===== config.mk =====
export PLATFORM = sky130hd
export DESIGN_NAME = line_sensor_pid_steer_unit
export DESIGN_NICKNAME = d
export VERILOG_FILES = /design/src/rtl/lsp_pkg.sv /design/src/rtl/lsp_sequencer.sv /design/src/rtl/lsp_datapath.sv /design/src/rtl/line_sensor_pid_steer_unit.sv
export SDC_FILE = /design/constraint.sdc
export NUM_CORES = 2
export LEC_CHECK = 0
export BUFFER_PORTS_ARGS = -buffer_cell sky130_fd_sc_hd__buf_2
export CAP_MARGIN = 20
export CORE_MARGIN = 8
export CORE_UTILIZATION = 53
export CTS_CLUSTER_DIAMETER = 150
export DETAILED_ROUTE_END_ITERATION = 10
export HOLD_SLACK_MARGIN = 0.1
export PLACE_DENSITY_LB_ADDON = 0.08
export SLEW_MARGIN = 25
export SYNTH_ARGS = -nofsm -noshare
export SYNTH_HDL_FRONTEND = slang
export SYNTH_SLANG_ARGS = --single-unit

===== constraint.sdc =====
create_clock -name clock -period 16.8 [get_ports clock]
set_clock_uncertainty 0.2 [all_clocks]
set_input_delay 0.84 -clock clock [delete_from_list [all_inputs] [get_ports clock]]
set_output_delay 0.84 -clock clock [all_outputs]
set_load 0.005 [all_outputs]

===== src/rtl/lsp_pkg.sv =====
// ----------------------------------------------------------------------------
// Line sensor PID steering package
// Shared payload types, register indexes, microcode format and the
// microcode program of the steering sequencer.
// ----------------------------------------------------------------------------
package lsp_pkg;

   localparam int IntegralBits = 24;
   localparam int StepBits     = 4;
   localparam int DivBits      = 19;
   localparam int DivCntBits   = 5;
   localparam int MulABits     = 34;
   localparam int MulBBits     = 25;
   localparam int ProdBits     = MulABits + MulBBits;
   localparam int AccBits      = 42;

   localparam logic [2:0] RegPropGain      = 3'd0;
   localparam logic [2:0] RegIntegGain     = 3'd1;
   localparam logic [2:0] RegDerivGain     = 3'd2;
   localparam logic [2:0] RegBaseSpeed     = 3'd3;
   localparam logic [2:0] RegDarkThreshold = 3'd4;

   localparam logic signed [15:0] PropGainReset  = 16'sd256;
   localparam logic [7:0]         ThresholdReset = 8'd60;
   localparam logic [3:0]         LostPenalty    = 4'd10;

   localparam logic [3:0] OpErr     = 4'd0;
   localparam logic [3:0] OpMul     = 4'd1;
   localparam logic [3:0] OpAccLoad = 4'd2;
   localparam logic [3:0] OpAccAdd  = 4'd3;
   localparam logic [3:0] OpDivInit = 4'd4;
   localparam logic [3:0] OpDivStep = 4'd5;
   localparam logic [3:0] OpDivEnd  = 4'd6;
   localparam logic [3:0] OpSat     = 4'd7;
   localparam logic [3:0] OpFinish  = 4'd8;

   localparam logic [1:0] SelAIgain = 2'd0;
   localparam logic [1:0] SelAProd  = 2'd1;
   localparam logic [1:0] SelAPgain = 2'd2;
   localparam logic [1:0] SelADgain = 2'd3;

   localparam logic [1:0] SelBDt    = 2'd0;
   localparam logic [1:0] SelBInteg = 2'd1;
   localparam logic [1:0] SelBErr   = 2'd2;
   localparam logic [1:0] SelBDerr  = 2'd3;

   localparam logic [StepBits-1:0] StepDivLoop = 4'd8;

   typedef struct packed {
      logic [7:0]  level_far_left;
      logic [7:0]  level_left;
      logic [7:0]  level_mid;
      logic [7:0]  level_right;
      logic [7:0]  level_far_right;
      logic [15:0] elapsed_ms;
   } req_type;

   typedef struct packed {
      logic signed [3:0]  line_error;
      logic               line_lost;
      logic signed [31:0] correction;
      logic signed [31:0] left_speed;
      logic signed [31:0] right_speed;
      logic [31:0]        tracking_cost;
   } rsp_type;

   typedef struct packed {
      logic signed [15:0] prop_gain;
      logic signed [15:0] integ_gain;
      logic signed [15:0] deriv_gain;
      logic signed [15:0] base_speed;
      logic [7:0]         dark_threshold;
   } cfg_type;

   typedef struct packed {
      logic [3:0]          op;
      logic [1:0]          a_sel;
      logic [1:0]          b_sel;
      logic                jmp_en;
      logic [StepBits-1:0] jmp_target;
      logic                done;
   } ctrl_word_type;

   typedef struct packed {
      logic          en;
      ctrl_word_type word;
   } seq_ctrl_type;

   function automatic ctrl_word_type microcode(input logic [StepBits-1:0] step);
      ctrl_word_type w;
      w = '0;
      case (step)
         4'd0: w.op = OpErr;
         4'd1: begin
            w.op = OpMul;
            w.a_sel = SelAIgain;
            w.b_sel = SelBDt;
         end
         4'd2: begin
            w.op = OpMul;
            w.a_sel = SelAProd;
            w.b_sel = SelBInteg;
         end
         4'd3: w.op = OpAccLoad;
         4'd4: begin
            w.op = OpMul;
            w.a_sel = SelAPgain;
            w.b_sel = SelBErr;
         end
         4'd5: w.op = OpAccAdd;
         4'd6: begin
            w.op = OpMul;
            w.a_sel = SelADgain;
            w.b_sel = SelBDerr;
         end
         4'd7: w.op = OpDivInit;
         4'd8: begin
            w.op = OpDivStep;
            w.jmp_en = 1'b1;
            w.jmp_target = StepDivLoop;
         end
         4'd9:  w.op = OpDivEnd;
         4'd10: w.op = OpSat;
         4'd11: begin
            w.op = OpFinish;
            w.done = 1'b1;
         end
         default: begin
            w.op = OpFinish;
            w.done = 1'b1;
         end
      endcase
      return w;
   endfunction

endpackage


===== src/rtl/lsp_sequencer.sv =====
// ----------------------------------------------------------------------------
// Line sensor PID steering sequencer
// Step counter over the microcode program, with a conditional jump for the
// divider loop and a hold on the last step while the result register is full and its output stalls.
// ----------------------------------------------------------------------------
module lsp_sequencer (
   input  logic                 clock,
   input  logic                 reset,
   input  logic                 start,
   input  logic                 out_free,
   input  logic                 div_more,
   output logic                 busy,
   output lsp_pkg::seq_ctrl_type ctrl
);
   import lsp_pkg::*;

   logic                run_ff, run_in;
   logic [StepBits-1:0] step_ff, step_in;
   ctrl_word_type       word;
   logic                hold;

   always_comb begin
      word = microcode(step_ff);
      hold = word.done && !out_free;
      ctrl.en = run_ff && !hold;
      ctrl.word = word;
      busy = run_ff;
   end

   always_comb begin
      run_in = run_ff;
      step_in = step_ff;
      if (!run_ff) begin
         if (start) begin
            run_in = 1'b1;
         end
         step_in = '0;
      end else if (!hold) begin
         if (word.jmp_en && div_more) begin
            step_in = word.jmp_target;
         end else if (word.done) begin
            run_in = 1'b0;
         end else begin
            step_in = step_ff + 1'b1;
         end
      end
   end

   always_ff @(posedge clock) begin
      if (reset) begin
         run_ff <= 1'b0;
         step_ff <= '0;
      end else begin
         run_ff <= run_in;
         step_ff <= step_in;
      end
   end

endmodule


===== src/rtl/lsp_datapath.sv =====
// ----------------------------------------------------------------------------
// Line sensor PID steering datapath
// Pattern decode, integral and cost update, shared multiplier, accumulator,
// bit-serial divider and output saturation, driven by the control word.
// ----------------------------------------------------------------------------
module lsp_datapath (
   input  logic                  clock,
   input  logic                  reset,
   input  logic                  load,
   input  lsp_pkg::req_type      req_data,
   input  lsp_pkg::cfg_type      cfg,
   input  lsp_pkg::seq_ctrl_type ctrl,
   output logic                  div_more,
   output lsp_pkg::rsp_type      result
);
   import lsp_pkg::*;

   localparam logic signed [ProdBits-1:0] ProdTermMax = 59'sd1099511627776;
   localparam logic signed [AccBits-1:0]  TermMax     = 42'sd1099511627776;
   localparam logic signed [AccBits-1:0]  AccI32Max   = 42'sd2147483647;
   localparam logic signed [AccBits-1:0]  AccI32Min   = -42'sd2147483648;
   localparam logic signed [IntegralBits-1:0] IntegMax = {1'b0, {(IntegralBits-1){1'b1}}};
   localparam logic signed [IntegralBits-1:0] IntegMin = {1'b1, {(IntegralBits-1){1'b0}}};

   req_type                   in_ff;
   logic signed [3:0]         e_ff, e_in;
   logic signed [3:0]         prev_ff, prev_in;
   logic                      lost_ff, lost_in;
   logic signed [IntegralBits-1:0] integ_ff, integ_in;
   logic [31:0]               cost_ff, cost_in;
   logic [15:0]               dt_ff, dt_in;
   logic signed [ProdBits-1:0] prod_ff, prod_in;
   logic signed [AccBits-1:0] acc_ff, acc_in;
   logic signed [31:0]        corr_ff, corr_in;
   logic [15:0]               rem_ff, rem_in;
   logic [DivBits-1:0]        quo_ff, quo_in;
   logic [DivCntBits-1:0]     cnt_ff, cnt_in;
   logic                      neg_ff, neg_in;

   logic [4:0]                pat;
   logic                      match;
   logic signed [3:0]         err_new, e_now;
   logic signed [IntegralBits:0] ibase, isum;
   logic [3:0]                cost_add;
   logic [32:0]               csum;
   logic signed [4:0]         derr;
   logic signed [MulABits-1:0] mul_a;
   logic signed [MulBBits-1:0] mul_b;
   logic signed [AccBits-1:0] term;
   logic [ProdBits-1:0]       div_mag;
   logic [16:0]               div_t;
   logic signed [DivBits:0]   quot;
   logic signed [32:0]        left_sum, right_sum;

   always_comb begin
      pat = {in_ff.level_far_left > cfg.dark_threshold,
             in_ff.level_left > cfg.dark_threshold,
             in_ff.level_mid > cfg.dark_threshold,
             in_ff.level_right > cfg.dark_threshold,
             in_ff.level_far_right > cfg.dark_threshold};
      match = 1'b1;
      case (pat)
         5'b00001: err_new = 4'sd4;
         5'b00011: err_new = 4'sd3;
         5'b00010: err_new = 4'sd2;
         5'b00110: err_new = 4'sd1;
         5'b00100: err_new = 4'sd0;
         5'b01100: err_new = -4'sd1;
         5'b01000: err_new = -4'sd2;
         5'b11000: err_new = -4'sd3;
         5'b10000: err_new = -4'sd4;
         default: begin
            err_new = 4'sd0;
            match = 1'b0;
         end
      endcase
      e_now = match ? err_new : e_ff;

      ibase = (e_now == 4'sd0) ? '0 : {integ_ff[IntegralBits-1], integ_ff};
      isum = ibase + {{(IntegralBits-3){e_now[3]}}, e_now};

      cost_add = !match ? LostPenalty : (e_now[3] ? 4'(-e_now) : 4'(e_now));
      csum = {1'b0, cost_ff} + 33'(cost_add);

      derr = {e_ff[3], e_ff} - {prev_ff[3], prev_ff};

      case (ctrl.word.a_sel)
         SelAIgain: mul_a = {{(MulABits-16){cfg.integ_gain[15]}}, cfg.integ_gain};
         SelAProd:  mul_a = prod_ff[MulABits-1:0];
         SelAPgain: mul_a = {{(MulABits-16){cfg.prop_gain[15]}}, cfg.prop_gain};
         default:   mul_a = {{(MulABits-16){cfg.deriv_gain[15]}}, cfg.deriv_gain};
      endcase
      case (ctrl.word.b_sel)
         SelBDt:    mul_b = {{(MulBBits-16){1'b0}}, dt_ff};
         SelBInteg: mul_b = {{(MulBBits-IntegralBits){integ_ff[IntegralBits-1]}}, integ_ff};
         SelBErr:   mul_b = {{(MulBBits-4){e_ff[3]}}, e_ff};
         default:   mul_b = {{(MulBBits-5){derr[4]}}, derr};
      endcase

      if (prod_ff > ProdTermMax) begin
         term = TermMax;
      end else if (prod_ff < -ProdTermMax) begin
         term = -TermMax;
      end else begin
         term = prod_ff[AccBits-1:0];
      end

      div_mag = prod_ff[ProdBits-1] ? ProdBits'(-prod_ff) : ProdBits'(prod_ff);
      div_t = {rem_ff, quo_ff[DivBits-1]};
      quot = neg_ff ? -$signed({1'b0, quo_ff}) : $signed({1'b0, quo_ff});
      div_more = (cnt_ff != DivCntBits'(1));

      left_sum = {cfg.base_speed[15], {16{cfg.base_speed[15]}}, cfg.base_speed}
                 + {corr_ff[31], corr_ff};
      right_sum = {cfg.base_speed[15], {16{cfg.base_speed[15]}}, cfg.base_speed}
                  - {corr_ff[31], corr_ff};
   end

   always_comb begin
      e_in = e_ff;
      prev_in = prev_ff;
      lost_in = lost_ff;
      integ_in = integ_ff;
      cost_in = cost_ff;
      dt_in = dt_ff;
      prod_in = prod_ff;
      acc_in = acc_ff;
      corr_in = corr_ff;
      rem_in = rem_ff;
      quo_in = quo_ff;
      cnt_in = cnt_ff;
      neg_in = neg_ff;
      if (ctrl.en) begin
         case (ctrl.word.op)
            OpErr: begin
               e_in = e_now;
               lost_in = !match;
               if (isum[IntegralBits] != isum[IntegralBits-1]) begin
                  integ_in = isum[IntegralBits] ? IntegMin : IntegMax;
               end else begin
                  integ_in = isum[IntegralBits-1:0];
               end
               cost_in = csum[32] ? 32'hFFFF_FFFF : csum[31:0];
               dt_in = (in_ff.elapsed_ms == 16'd0) ? 16'd1 : in_ff.elapsed_ms;
            end
            OpMul:     prod_in = mul_a * mul_b;
            OpAccLoad: acc_in = term;
            OpAccAdd:  acc_in = acc_ff + $signed(prod_ff[AccBits-1:0]);
            OpDivInit: begin
               neg_in = prod_ff[ProdBits-1];
               quo_in = div_mag[DivBits-1:0];
               rem_in = '0;
               cnt_in = DivCntBits'(DivBits);
            end
            OpDivStep: begin
               if (div_t >= {1'b0, dt_ff}) begin
                  rem_in = 16'(div_t - {1'b0, dt_ff});
                  quo_in = {quo_ff[DivBits-2:0], 1'b1};
               end else begin
                  rem_in = div_t[15:0];
                  quo_in = {quo_ff[DivBits-2:0], 1'b0};
               end
               cnt_in = cnt_ff - 1'b1;
            end
            OpDivEnd: begin
               acc_in = acc_ff + {{(AccBits-DivBits-1){quot[DivBits]}}, quot};
               prev_in = e_ff;
            end
            OpSat: begin
               if (acc_ff > AccI32Max) begin
                  corr_in = 32'sh7FFF_FFFF;
               end else if (acc_ff < AccI32Min) begin
                  corr_in = -32'sh8000_0000;
               end else begin
                  corr_in = acc_ff[31:0];
               end
            end
            default: begin
            end
         endcase
      end
   end

   always_comb begin
      result.line_error = e_ff;
      result.line_lost = lost_ff;
      result.correction = corr_ff;
      if (left_sum[32] != left_sum[31]) begin
         result.left_speed = left_sum[32] ? 32'sh8000_0000 : 32'sh7FFF_FFFF;
      end else begin
         result.left_speed = left_sum[31:0];
      end
      if (right_sum[32] != right_sum[31]) begin
         result.right_speed = right_sum[32] ? 32'sh8000_0000 : 32'sh7FFF_FFFF;
      end else begin
         result.right_speed = right_sum[31:0];
      end
      result.tracking_cost = cost_ff;
   end

   always_ff @(posedge clock) begin
      if (reset) begin
         e_ff <= '0;
         prev_ff <= '0;
         integ_ff <= '0;
         cost_ff <= '0;
         lost_ff <= 1'b0;
      end else begin
         e_ff <= e_in;
         prev_ff <= prev_in;
         integ_ff <= integ_in;
         cost_ff <= cost_in;
         lost_ff <= lost_in;
      end
   end

   always_ff @(posedge clock) begin
      if (load) begin
         in_ff <= req_data;
      end
      dt_ff <= dt_in;
      prod_ff <= prod_in;
      acc_ff <= acc_in;
      corr_ff <= corr_in;
      rem_ff <= rem_in;
      quo_ff <= quo_in;
      cnt_ff <= cnt_in;
      neg_ff <= neg_in;
   end

endmodule


===== src/rtl/line_sensor_pid_steer_unit.sv =====
// A new item is accepted only after the previous one has run the microprogram's twelve steps,
// of which the bit-serial divider step runs nineteen times.
// The result register lets the next item enter while a result waits.
// Reset is synchronous and active high; it clears the error, integral and cost
// state and loads the configuration registers with their reset values.
// ----------------------------------------------------------------------------
// Line sensor PID steering unit
// Top level: configuration registers, input handshake, microcoded sequencer,
// datapath and the result register.
// ----------------------------------------------------------------------------
module line_sensor_pid_steer_unit (
   input  logic             clock,
   input  logic             reset,
   input  logic             req_valid,
   output logic             req_stall,
   input  lsp_pkg::req_type req_data,
   output logic             rsp_valid,
   input  logic             rsp_stall,
   output lsp_pkg::rsp_type rsp_data,
   input  logic             csr_write_en,
   input  logic [2:0]       csr_index,
   input  logic [15:0]      csr_wdata
);
   import lsp_pkg::*;

   cfg_type      cfg_ff, cfg_in;
   logic         rsp_valid_ff, rsp_valid_in;
   rsp_type      rsp_data_ff;
   rsp_type      result;
   seq_ctrl_type ctrl;
   logic         busy;
   logic         load;
   logic         out_free;
   logic         capture;
   logic         div_more;

   assign load = req_valid && !busy;
   assign req_stall = busy;
   assign out_free = !rsp_valid_ff || !rsp_stall;
   assign capture = ctrl.en && ctrl.word.done;
   assign rsp_valid = rsp_valid_ff;
   assign rsp_data = rsp_data_ff;

   lsp_sequencer u_sequencer (
      .clock    (clock),
      .reset    (reset),
      .start    (load),
      .out_free (out_free),
      .div_more (div_more),
      .busy     (busy),
      .ctrl     (ctrl)
   );

   lsp_datapath u_datapath (
      .clock    (clock),
      .reset    (reset),
      .load     (load),
      .req_data (req_data),
      .cfg      (cfg_ff),
      .ctrl     (ctrl),
      .div_more (div_more),
      .result   (result)
   );

   always_comb begin
      cfg_in = cfg_ff;
      if (csr_write_en) begin
         case (csr_index)
            RegPropGain:      cfg_in.prop_gain = csr_wdata;
            RegIntegGain:     cfg_in.integ_gain = csr_wdata;
            RegDerivGain:     cfg_in.deriv_gain = csr_wdata;
            RegBaseSpeed:     cfg_in.base_speed = csr_wdata;
            RegDarkThreshold: cfg_in.dark_threshold = csr_wdata[7:0];
            default: begin
            end
         endcase
      end
   end

   always_comb begin
      if (capture) begin
         rsp_valid_in = 1'b1;
      end else if (rsp_valid_ff && !rsp_stall) begin
         rsp_valid_in = 1'b0;
      end else begin
         rsp_valid_in = rsp_valid_ff;
      end
   end

   always_ff @(posedge clock) begin
      if (reset) begin
         cfg_ff.prop_gain <= PropGainReset;
         cfg_ff.integ_gain <= '0;
         cfg_ff.deriv_gain <= '0;
         cfg_ff.base_speed <= '0;
         cfg_ff.dark_threshold <= ThresholdReset;
         rsp_valid_ff <= 1'b0;
      end else begin
         cfg_ff <= cfg_in;
         rsp_valid_ff <= rsp_valid_in;
      end
   end

   always_ff @(posedge clock) begin
      if (capture) begin
         rsp_data_ff <= result;
      end
   end

endmodule


==> metrics.yaml <==
cts:
  cts_buffer_depth: 3
  postCtsHoldBufs: 17
  post_cts_buffers: 0
  clkLatencyLatePin_ns: 0.68
  clk_pin_slew_ns: 0.06
  ctsRootBufferMaster: "clkbuf_16"
  numCtsBuffers: 59
  cts_tree: "built"
  htreeDepth: 2
  cts_resized: 0
  cts_sinks: 522
global_routing:
  groute.usage.overall_pct: 29.5
  first_global_vias: 49300
  grt-ovfl-total: 0
  grt_max_degree: 86
  grt_pass1_wl_um: 290000
  antenna_found_initial: 5
sta:
  rsz0062_at_grt: "false"
  min_period_ns: 11.22
  max_freq_mhz: 89.2
  hold_viol_final: 0
  timing.setup.tns_ns: 0
  tightestPinTransition_ns: 1.13
  finalMaxSlewViolations: 0
  period_share_pct: 66.8
  slew_headroom_pct: 24.6
  setup_viol: 0
critical_path:
  max_stage_delay_ns: 0.73
  critPathSlowestCell: "a21o_1"
  cpMostUsedCell: "fa_1"
  startpoint_type: "flop"
  crit_type: "flop to flop"
  end_kind: "flop"
  cp_max_fo: 38
  critical_path_arrival_ns: 11.39
  critPathRequiredTime_ns: 16.97
synth:
  async_flop_share_pct: 0
  yosys_warnings: 0
  synth_top_area_cell: "fa_1"
  synth_cell_types: 113
  synth.most_common_cell: "inv_1"
  synth_top_cell_area_share_pct: 28.7
  syn-num-nets: 7940
  netlist_area_mm2: 0.0608
  synth_cells: 6607
  synthTopCellsByArea: "fa_1, edfxtp_1, ha_1"
  synth-edff-count: 379
  synth_area_per_cell_um2: 9.21
  synth_flop_cell: "edfxtp_1"
  yosys_register_bits: 522
  ys_top_cells_by_count: "inv_1, fa_1, nand2_1, nor2_1, a21oi_1"
  ys_seq_area_share_pct: 23.4
cells_and_area:
  num-fill-cells: 10300
  fin_nets: 8010
  syn2layout_area_growth_pct: 8.15
  fin_cells: 8241
  drive_above_1_share_pct: 7.89
power_and_ir_drop:
  p_int_mw: 2.56
  power_frac_comb_pct: 23.6
  p_leak_nw: 30.8
  switching_share_pct: 31.7
  p_seq_share_pct: 38.9
  power_density_mw_per_mm2: 57.1
  pwr-share-clk_pct: 37.5
  vdd_drop_max_uv: 88.6
  power_switching_mw: 1.19
route:
  drt_first_pass_iters: 7
  drt_iter0_markers: 3643
  vias_per_cell: 5.79
  drt-total-wl_um: 186000
  wl_per_cell_um: 22.5
  drtAntennaViolNets: 0
  route.detailed.drc: 0
  num_vias: 47700
floorplan:
  fp.dieH_um: 355
  start_util_pct: 53.3
  io_pins: 215
  design.core.area_mm2: 0.114
  core.rowCount: 124
  die_area_mm2: 0.126
  die_width_um: 355
placement:
  port_buffers: 214
  hpwl_um: 146000
  place_inst: 8110
  gp_congestion: 0.940
outcome:
  status: "completed"
job:
  cap_viol_max_count: 0
worst_hold_path:
  worstHoldPathType: "primary input to flop"
==> critical path: cells and delay by family (launching register included) <==
| family | cells | cell delay, ns |
|---|---|---|
| and+or+nand+nor | 7 | 1.10 |
| DFF | 1 | 0.38 |
| AOI/OAI and AO/OA | 11 | 3.80 |
| xor gates and xnor gates | 1 | 0.12 |
| buffers and inverters | 7 | 1.03 |
| adders and majority gates | 9 | 4.25 |
==> state kept, by name (all words and copies together) (netlist names) <==
| signal | count |
|---|---|
| u_datapath.corr_ff | 32 |
| u_datapath.dt_ff | 16 |
| u_sequencer.busy | 1 |
| u_sequencer.step_ff | 4 |
| rsp_valid | 1 |
| u_datapath.neg_ff | 1 |
| u_datapath.cost_ff | 32 |
| u_datapath.prod_ff | 59 |
| u_datapath.lost_ff | 1 |
| cfg_ff | 72 |
| u_datapath.e_ff | 4 |
| u_datapath.acc_ff | 42 |
| u_datapath.integ_ff | 24 |
| u_datapath.quo_ff | 19 |
| u_datapath.in_ff | 56 |
| u_datapath.prev_ff | 4 |
| u_datapath.cnt_ff | 5 |
| rsp_data | 133 |
| u_datapath.rem_ff | 16 |
==> routing by layer <==
layer	vias to the layer above	global-route usage [%]	part of all wire [%]
met5	-	0	0.018
met4	4	12.1	4.8
met3	394	5.13	8.0
met2	1872	48.2	46
met1	23800	39.0	41
li1	21700	-	-
==> cell families (layout without fill, tap and decap cells) <==
group	count (synthesis)	in the layout	share of synthesized area, %
AO/OA/AOI/OAI	1191	1191	12.7
XOR/XNOR	274	274	3.96
adder cells (fa/ha/maj)	1277	1277	36.9
buffers and inverters	1363	1483	8.52
flip-flops	522	522	23.4
multiplexers	23	23	0.383
other	0	2	0
AND/OR/NAND/NOR	1957	1957	14.0
==> power groups by stage <==
stage	clock network [mW]	registers (mW)	logic [mW]
2_1_floorplan	0	1.46	0.614
3_3_place_gp	0	1.49	0.866
3_5_place_dp	0	1.49	0.875
4_1_cts	1.44	1.46	0.884
5_1_grt	1.48	1.46	0.985
6_report	1.41	1.46	0.887
==> cell usage in the layout (no fill, tap or decap), drive strengths merged, types with 46 or more instances in the layout <==
| master | Yosys | layout |
|---|---|---|
| a21o | 142 | 142 |
| a21oi | 395 | 395 |
| buf | 33 | 309 |
| clkbuf | 284 | 68 |
| dfxtp | 143 | 143 |
| edfxtp | 379 | 379 |
| fa | 873 | 873 |
| ha | 380 | 380 |
| inv | 1044 | 1051 |
| nand2 | 855 | 855 |
| nand2b | 61 | 61 |
| nand3 | 76 | 76 |
| nand4 | 48 | 48 |
| nor2 | 615 | 615 |
| nor2b | 50 | 50 |
| nor3 | 61 | 61 |
| o21ai | 243 | 243 |
| o21bai | 46 | 46 |
| xnor2 | 187 | 187 |
| xor2 | 87 | 87 |
==> final timing paths <==
check	startpoint	endpoint	slack, ns	depth (start not counted)
worst max-delay path	u_sequencer.step_ff[0]	u_datapath.prod_ff[57]	5.58	35
worst min register to register	u_datapath.lost_ff	rsp_data[128]	0.22	0
worst min-delay path	req_data[48]	u_datapath.in_ff[48]	0.14	1
worst max register to register	u_sequencer.step_ff[0]	u_datapath.prod_ff[57]	5.58	35
==> per-stage QoR <==
| step | hold WS [ns] | instance area, um^2 | total power, mW | utilization (%) | setup slack [ns] |
|---|---|---|---|---|---|
| 2_1_floorplan | 0.208 | 60800 | 2.08 | - | 7.43 |
| 3_3_place_gp | 0.214 | 63500 | 2.35 | 55.7 | 5.84 |
| 3_5_place_dp | 0.215 | 63500 | 2.36 | 55.7 | 5.78 |
| 4_1_cts | 0.100 | 65800 | 3.78 | 57.7 | 5.71 |
| 5_1_grt | 0.108 | 65800 | 3.93 | 57.7 | 5.09 |
| 6_report | 0.142 | 65800 | 3.76 | 57.7 | 5.58 |
==> area by class of cell <==
type                       instances  area [um^2]  area share (%)
tap                             1512         1890            2.88
timing repair buffer             326         1960            2.99
antenna                            2         5.00         0.00761
sequential                       522        14200            21.6
multi-input combinational       4722        41700            63.3
clock inverter                    43          572           0.869
inverter                        1046         3930            5.97
clock buffer                      68         1530            2.33
(Power assumes the default switching activity.)
